[config.mk]
export PLATFORM = sky130hd
export DESIGN_NAME = tcw_seq_flat
export DESIGN_NICKNAME = d
export VERILOG_FILES = /design/src/hdl/tcw_pkg.sv /design/src/hdl/tcw_if.sv /design/src/hdl/tcw_seq.sv /design/src/flat_wrapper.sv
export SDC_FILE = /design/constraint.sdc
export NUM_CORES = 1
export LEC_CHECK = 0
export BUFFER_PORTS_ARGS = -buffer_cell sky130_fd_sc_hd__buf_2
export CORE_MARGIN = 2
export CORE_UTILIZATION = 40
export DETAILED_ROUTE_END_ITERATION = 7
export PLACE_DENSITY_LB_ADDON = 0.08
export SLEW_MARGIN = 20
export SYNTH_ARGS = -nofsm -noshare
export SYNTH_HDL_FRONTEND = slang
export SYNTH_SLANG_ARGS = --single-unit
[constraint.sdc]
create_clock -name clk -period 5.9 [get_ports clk]
set_input_delay 0.59 -clock clk [delete_from_list [all_inputs] [get_ports clk]]
set_output_delay 0.59 -clock clk [all_outputs]
set_load 0.005 [all_outputs]
[src/hdl/tcw_pkg.sv]
// shared types, codes and constants of the text console writer
package tcw_pkg;

    localparam int COLUMNS_DEF = 80;
    localparam int ROWS_DEF    = 25;

    localparam int OP_W    = 2;
    localparam int CHAR_W  = 8;
    localparam int INDEX_W = 11;
    localparam int CELL_W  = 16;
    localparam int ROW_W   = 5;
    localparam int COL_W   = 7;
    localparam int COLOR_W = 8;

    localparam logic [CHAR_W-1:0]  BLANK_CHAR   = 8'h20;
    localparam logic [CHAR_W-1:0]  NEWLINE_CHAR = 8'h0A;
    localparam logic [COLOR_W-1:0] RESET_COLOR  = 8'h0F;

    typedef enum logic [OP_W-1:0] {
        OP_PUT   = 2'd0,
        OP_READ  = 2'd1,
        OP_CLEAR = 2'd2,
        OP_NOP   = 2'd3
    } op_t;

    typedef enum logic [2:0] {
        ST_INIT,
        ST_IDLE,
        ST_EXEC,
        ST_RD_WAIT,
        ST_COPY,
        ST_COPY_LAST,
        ST_FILL,
        ST_RESULT
    } seq_state_t;

    typedef struct packed {
        logic [CELL_W-1:0] cell_value;
        logic [ROW_W-1:0]  cursor_row_out;
        logic [COL_W-1:0]  cursor_col_out;
        logic              did_scroll;
    } result_t;

endpackage

[src/hdl/tcw_if.sv]
// request and result channel interfaces of the text console writer
interface tcw_cmd_if;
    import tcw_pkg::*;

    logic               valid;
    logic               ready;
    logic [OP_W-1:0]    op;
    logic [CHAR_W-1:0]  char_code;
    logic [INDEX_W-1:0] cell_index;

    modport source (output valid, output op, output char_code, output cell_index,
                    input ready);
    modport sink   (input valid, input op, input char_code, input cell_index,
                    output ready);
endinterface


[src/hdl/tcw_seq.sv]
// sequencer: cursor, sweep counter and screen store access
module tcw_seq
    import tcw_pkg::COLOR_W, tcw_pkg::CELL_W, tcw_pkg::result_t;
#(
    parameter int  COLUMNS = tcw_pkg::COLUMNS_DEF,
    parameter int  ROWS    = tcw_pkg::ROWS_DEF,
    localparam int CELLS   = ROWS * COLUMNS,
    localparam int AW      = $clog2(CELLS)
) (
    input  logic               clk,
    input  logic               rst_n,
    tcw_cmd_if.sink            cmd,
    input  logic [COLOR_W-1:0] text_color,
    input  logic               out_free,
    output logic               res_valid,
    output result_t            res,
    output logic               mem_we,
    output logic [AW-1:0]      mem_waddr,
    output logic [CELL_W-1:0]  mem_wdata,
    output logic               mem_re,
    output logic [AW-1:0]      mem_raddr,
    input  logic [CELL_W-1:0]  mem_rdata
);
    import tcw_pkg::*;

    localparam int RW = $clog2(ROWS);
    localparam int CW = $clog2(COLUMNS);
    localparam logic [AW-1:0] LAST_ROW_BASE = AW'((ROWS - 1) * COLUMNS);
    localparam logic [AW-1:0] LAST_CELL     = AW'(CELLS - 1);
    localparam logic [AW-1:0] COLS_A        = AW'(COLUMNS);
    localparam logic [RW-1:0] LAST_ROW      = RW'(ROWS - 1);
    localparam logic [CW-1:0] LAST_COL      = CW'(COLUMNS - 1);

    seq_state_t         state_reg, state_next;
    op_t                op_reg, op_next;
    logic [CHAR_W-1:0]  ch_reg, ch_next;
    logic [INDEX_W-1:0] idx_reg, idx_next;
    logic [AW-1:0]      cnt_reg, cnt_next;
    logic [AW-1:0]      pos_reg, pos_next;
    logic [RW-1:0]      row_reg, row_next;
    logic [CW-1:0]      col_reg, col_next;
    logic               scroll_reg, scroll_next;
    logic [CELL_W-1:0]  value_reg, value_next;
    logic               pipe_valid_reg, pipe_valid_next;
    logic [AW-1:0]      pipe_addr_reg, pipe_addr_next;

    logic read_in_range;
    logic at_eol;
    logic at_bottom;

    assign read_in_range = 16'(idx_reg) < 16'(CELLS);
    assign at_eol        = (ch_reg == NEWLINE_CHAR) || (col_reg == LAST_COL);
    assign at_bottom     = row_reg == LAST_ROW;

    // next state
    always_comb
    begin
        state_next = state_reg;
        case (state_reg)
            ST_INIT:
            begin
                if (cnt_reg == LAST_CELL)
                begin
                    state_next = ST_IDLE;
                end
            end
            ST_IDLE:
            begin
                if (cmd.valid)
                begin
                    state_next = ST_EXEC;
                end
            end
            ST_EXEC:
            begin
                case (op_reg)
                    OP_PUT:
                    begin
                        if (at_eol && at_bottom)
                        begin
                            state_next = ST_COPY;
                        end
                        else
                        begin
                            state_next = ST_RESULT;
                        end
                    end
                    OP_READ:
                    begin
                        state_next = read_in_range ? ST_RD_WAIT : ST_RESULT;
                    end
                    OP_CLEAR: state_next = ST_FILL;
                    default:  state_next = ST_RESULT;
                endcase
            end
            ST_RD_WAIT: state_next = ST_RESULT;
            ST_COPY:
            begin
                if (cnt_reg == LAST_ROW_BASE - AW'(1))
                begin
                    state_next = ST_COPY_LAST;
                end
            end
            ST_COPY_LAST: state_next = ST_FILL;
            ST_FILL:
            begin
                if (cnt_reg == LAST_CELL)
                begin
                    state_next = ST_RESULT;
                end
            end
            ST_RESULT:
            begin
                if (out_free)
                begin
                    state_next = ST_IDLE;
                end
            end
            default: state_next = ST_INIT;
        endcase
    end

    // outputs and store access
    always_comb
    begin
        cmd.ready = 1'b0;
        res_valid = 1'b0;
        mem_we    = 1'b0;
        mem_waddr = cnt_reg;
        mem_wdata = {text_color, BLANK_CHAR};
        mem_re    = 1'b0;
        mem_raddr = cnt_reg + COLS_A;
        case (state_reg)
            ST_INIT:
            begin
                mem_we    = 1'b1;
                mem_wdata = {RESET_COLOR, BLANK_CHAR};
            end
            ST_IDLE: cmd.ready = 1'b1;
            ST_EXEC:
            begin
                if (op_reg == OP_PUT && ch_reg != NEWLINE_CHAR)
                begin
                    mem_we    = 1'b1;
                    mem_waddr = pos_reg;
                    mem_wdata = {text_color, ch_reg};
                end
                if (op_reg == OP_READ && read_in_range)
                begin
                    mem_re    = 1'b1;
                    mem_raddr = AW'(idx_reg);
                end
            end
            ST_COPY:
            begin
                mem_re    = 1'b1;
                mem_we    = pipe_valid_reg;
                mem_waddr = pipe_addr_reg;
                mem_wdata = mem_rdata;
            end
            ST_COPY_LAST:
            begin
                mem_we    = pipe_valid_reg;
                mem_waddr = pipe_addr_reg;
                mem_wdata = mem_rdata;
            end
            ST_FILL:   mem_we = 1'b1;
            ST_RESULT: res_valid = 1'b1;
            default:   mem_we = 1'b0;
        endcase
    end

    // datapath: cursor, counter and result
    always_comb
    begin
        op_next         = op_reg;
        ch_next         = ch_reg;
        idx_next        = idx_reg;
        cnt_next        = cnt_reg;
        pos_next        = pos_reg;
        row_next        = row_reg;
        col_next        = col_reg;
        scroll_next     = scroll_reg;
        value_next      = value_reg;
        pipe_valid_next = 1'b0;
        pipe_addr_next  = cnt_reg;
        case (state_reg)
            ST_INIT: cnt_next = cnt_reg + AW'(1);
            ST_IDLE:
            begin
                op_next     = op_t'(cmd.op);
                ch_next     = cmd.char_code;
                idx_next    = cmd.cell_index;
                scroll_next = 1'b0;
                value_next  = '0;
            end
            ST_EXEC:
            begin
                case (op_reg)
                    OP_PUT:
                    begin
                        if (at_eol)
                        begin
                            col_next = '0;
                            if (at_bottom)
                            begin
                                pos_next    = LAST_ROW_BASE;
                                scroll_next = 1'b1;
                                cnt_next    = '0;
                            end
                            else
                            begin
                                row_next = row_reg + RW'(1);
                                pos_next = pos_reg - AW'(col_reg) + COLS_A;
                            end
                        end
                        else
                        begin
                            col_next = col_reg + CW'(1);
                            pos_next = pos_reg + AW'(1);
                        end
                    end
                    OP_CLEAR:
                    begin
                        row_next = '0;
                        col_next = '0;
                        pos_next = '0;
                        cnt_next = '0;
                    end
                    default: cnt_next = cnt_reg;
                endcase
            end
            ST_RD_WAIT: value_next = mem_rdata;
            ST_COPY:
            begin
                // read one row down, write it back in the next cycle
                pipe_valid_next = 1'b1;
                pipe_addr_next  = cnt_reg;
                cnt_next        = cnt_reg + AW'(1);
            end
            ST_COPY_LAST: cnt_next = LAST_ROW_BASE;
            ST_FILL:      cnt_next = cnt_reg + AW'(1);
            default:      cnt_next = cnt_reg;
        endcase
    end

    always_ff @(posedge clk or negedge rst_n)
    begin
        if (!rst_n)
        begin
            state_reg      <= ST_INIT;
            cnt_reg        <= '0;
            pos_reg        <= '0;
            row_reg        <= '0;
            col_reg        <= '0;
            pipe_valid_reg <= 1'b0;
        end
        else
        begin
            state_reg      <= state_next;
            cnt_reg        <= cnt_next;
            pos_reg        <= pos_next;
            row_reg        <= row_next;
            col_reg        <= col_next;
            pipe_valid_reg <= pipe_valid_next;
        end
    end

    always_ff @(posedge clk)
    begin
        op_reg        <= op_next;
        ch_reg        <= ch_next;
        idx_reg       <= idx_next;
        scroll_reg    <= scroll_next;
        value_reg     <= value_next;
        pipe_addr_reg <= pipe_addr_next;
    end

    assign res.cell_value     = value_reg;
    assign res.cursor_row_out = ROW_W'(row_reg);
    assign res.cursor_col_out = COL_W'(col_reg);
    assign res.did_scroll     = scroll_reg;

endmodule

[src/flat_wrapper.sv]
// flat-port wrapper written by rule: the top's interface ports become plain ports
module tcw_seq_flat import tcw_pkg::COLOR_W, tcw_pkg::CELL_W, tcw_pkg::result_t; import tcw_pkg::*;
#(
    parameter int  COLUMNS = tcw_pkg::COLUMNS_DEF,
    parameter int  ROWS    = tcw_pkg::ROWS_DEF,
    localparam int CELLS   = ROWS * COLUMNS,
    localparam int AW      = $clog2(CELLS)
)
  (clk, rst_n, text_color, out_free, res_valid, res, mem_we, mem_waddr, mem_wdata, mem_re, mem_raddr, mem_rdata, cmd_valid, cmd_op, cmd_char_code, cmd_cell_index, cmd_ready);
  tcw_cmd_if cmd_i ();
  input  logic clk;
  input  logic rst_n;
  input  logic [COLOR_W-1:0] text_color;
  input  logic out_free;
  output logic res_valid;
  output result_t res;
  output logic mem_we;
  output logic [AW-1:0] mem_waddr;
  output logic [CELL_W-1:0] mem_wdata;
  output logic mem_re;
  output logic [AW-1:0] mem_raddr;
  input  logic [CELL_W-1:0] mem_rdata;
  input wire logic [$bits(cmd_i.valid)-1:0] cmd_valid;
  input wire logic [$bits(cmd_i.op)-1:0] cmd_op;
  input wire logic [$bits(cmd_i.char_code)-1:0] cmd_char_code;
  input wire logic [$bits(cmd_i.cell_index)-1:0] cmd_cell_index;
  output wire logic [$bits(cmd_i.ready)-1:0] cmd_ready;
  assign cmd_i.valid = cmd_valid;
  assign cmd_i.op = cmd_op;
  assign cmd_i.char_code = cmd_char_code;
  assign cmd_i.cell_index = cmd_cell_index;
  assign cmd_ready = cmd_i.ready;
  tcw_seq #(.COLUMNS(COLUMNS), .ROWS(ROWS)) u_core (.clk(clk), .rst_n(rst_n), .cmd(cmd_i), .text_color(text_color), .out_free(out_free), .res_valid(res_valid), .res(res), .mem_we(mem_we), .mem_waddr(mem_waddr), .mem_wdata(mem_wdata), .mem_re(mem_re), .mem_raddr(mem_raddr), .mem_rdata(mem_rdata));
endmodule
==> impl_metrics.json <==
{
  "status": "finished clean",
  "crit_required_ps": 5310,
  "drt_iter0_markers": 318,
  "max_cap_viol_count": 0,
  "largest_reg_flops": 16,
  "io_buffers": 119,
  "synth_flop_cell": "edfxtp_1",
  "ys_warn_count": 0,
  "fill_cells": 1175,
  "tightest_slew_ps": 1040,
  "slew_viol_final": 0,
  "drive_gt1_share_pct": 24.3,
  "post_cts_resized": 0,
  "final_nets": 707,
  "whs_ps": 387,
  "power.density_mw_per_mm2": 196,
  "dr.pass1.iters": 5,
  "tns_ps": 0,
  "clock_latency_ps": 340,
  "ant_nets": 0,
  "vias_per_cell": 5.49,
  "rsz0062_at_grt": "false",
  "seq_power_share_pct": 53.4,
  "cts_buffers": 9,
  "r2r_cells": 6,
  "p_sw_mw": 0.241,
  "critPathLaunchType": "flop",
  "num_rows": 40,
  "dieArea_sq_mm": 0.0134,
  "die_h_microns": 116,
  "intPower_mw": 0.938,
  "clk_root_buffer_cell": "clkbuf_16",
  "synth_edf_count": 38,
  "area_growth_pct": 20.1,
  "wl_per_cell_microns": 16.8,
  "leakagePower_nw": 2.80,
  "skew_ps": 8.89,
  "crit_type": "reg -> out",
  "fmax_ghz": 0.317,
  "cts.sinks": 87,
  "worstSetupEndpointType": "output pin",
  "coreArea_sq_mm": 0.0121,
  "grt_pass1_wl_microns": 21400,
  "period_needed_ps": 3150,
  "antenna-diode-count": 0,
  "ios": 120,
  "hold_violations": 0,
  "slew_headroom_pct": 30.3,
  "ys_seq_elements": 87,
  "cts_max_level": 3,
  "vias": 4399,
  "cp.arrival_ps": 2560,
  "setup_viol": 0,
  "ctsLongestPathBuffers": 2,
  "overflow": 0,
  "crit_path_max_fanout": 35,
  "postCtsHoldBufs": 0,
  "hpwl_microns": 10000,
  "syn-mean-instance-area_sq_um": 9.67,
  "synthesis.nets": 597,
  "vdd_drop_max_uv": 184,
  "grt_start_max_net_pins": 39,
  "hp-class": "in -> async",
  "swShare_pct": 20.4,
  "syn_area_sq_mm": 0.00501,
  "cts_setup_buffers": 0,
  "grt.total_usage_pct": 20.3,
  "pwr-share-clk_pct": 44.6,
  "routabilityCongestion": 0.787,
  "ys_async_sr_fraction_pct": 43.7,
  "grt_pass1_vias": 4183,
  "ys_seq_area_share_pct": 46.2,
  "combPwrFrac_pct": 1.9,
  "drt-total-wl_microns": 13400,
  "cts_tree": "built",
  "route.detailed.drc": 0,
  "clk_pin_slew_ps": 60,
  "yosysUniqueCellTypes": 65,
  "timing.final.crit_share_pct": 53.4,
  "grt_antenna_before_repair": 0,
  "die_w_microns": 116,
  "syn_inst": 518,
  "initial_utilization_pct": 41.4
}
synth_stat cells, types with 7 or more instances:
cell type  number  share of area, %
o22a_1          8               1.4
dfxtp_1        11               4.4
xnor2_1         8               1.4
o211ai_1        8               1.2
a22oi_1        12               1.8
dfrtp_1        38                19
a31oi_1         8               1.0
a21oi_1        32               3.2
ha_1           29               7.2
nand3_1        18               1.8
nor2_1         37               2.8
o22ai_1         7              0.87
and3_1         24               3.0
o21ai_0        38               3.8
clkbuf_1       17               1.3
xor2_1          7               1.2
nand2_1        55               4.1
a22o_1         14               2.4
inv_1          29               2.2
edfxtp_1       38                23
critical path, stage by stage, from the launching register on:
cell and delay [ps]:
dfrtp_1 940, nand2_1 310, inv_2 240, o211ai_1 110
buf_4 210, mux2_2 280, buf_2 120
metal layers:
metal,part of all wire [%],track usage [%]
met1,46,27.7
met2,46,33.7
met3,6.5,3.71
met4,1.1,4.92
met5,0,0
power groups by stage:
stage,logic (mW),registers [mW],clock network (mW)
6_report,0.0229,0.630,0.526
5_1_grt,0.0258,0.629,0.561
4_1_cts,0.0237,0.629,0.539
3_5_place_dp,0.0236,0.642,0
3_3_place_gp,0.0232,0.642,0
2_1_floorplan,0.000399,0.642,0
logic make-up after synthesis:
group	after synthesis	synth area share, %
XOR/XNOR	15	2.62
buffers and inverters	54	4.25
AND/OR/NAND/NOR	166	16.6
AO/OA/AOI/OAI	160	21.4
flip-flops	87	46.2
multiplexers	6	1.32
adder cells (fa/ha/maj)	30	7.64
final timing paths:
check                                     endpoint  slack [ps]                start
max                                   mem_raddr[1]        2750  u_core.state_reg[1]
min reg2reg                u_core.pipe_addr_reg[1]         520    u_core.cnt_reg[1]
min in group clk                 u_core.idx_reg[3]         420    cmd_cell_index[3]
max in group asynchronous        u_core.cnt_reg[6]        4940                rst_n
max reg2reg                      u_core.pos_reg[2]        2800  u_core.state_reg[1]
min                              u_core.pos_reg[1]         390                rst_n
through the flow:
step / util, % / instance area, sq um / std cells / setup WS [ps] / power [mW]
final: 49.7 / 6020 / 801 / 2750 / 1.18
after global routing: 49.7 / 6020 / 801 / 2490 / 1.22
after CTS: 49.7 / 6020 / 801 / 2760 / 1.19
after detailed placement: 47.5 / 5750 / 785 / 2950 / 0.665
after global placement: 47.5 / 5750 / 785 / 3040 / 0.665
after floorplan: - / 5010 / 518 / 3460 / 0.642
cells in the final DEF (no fill, tap or decap), types with 9 or more instances in the layout:
| cell | count |
|---|---|
| a21oi_1 | 32 |
| a22o_1 | 14 |
| a22oi_1 | 12 |
| and3_1 | 24 |
| buf_2 | 119 |
| clkbuf_16 | 9 |
| dfrtp_1 | 38 |
| dfxtp_1 | 11 |
| edfxtp_1 | 38 |
| ha_1 | 29 |
| inv_1 | 29 |
| nand2_1 | 55 |
| nand3_1 | 18 |
| nor2_1 | 36 |
| o21ai_0 | 38 |
cell type report:
class                   instances  area (sq um)  area share, %
multi-input cells             377          2490           41.3
flip-flops and latches         87          2310           38.4
clock inverters                 3          18.8          0.312
repair buffers                123           626           10.4
well taps                     168           210           3.49
clock buffers                  13           250           4.16
inverters                      30           113           1.87
Power figures use the tool's default switching activity.
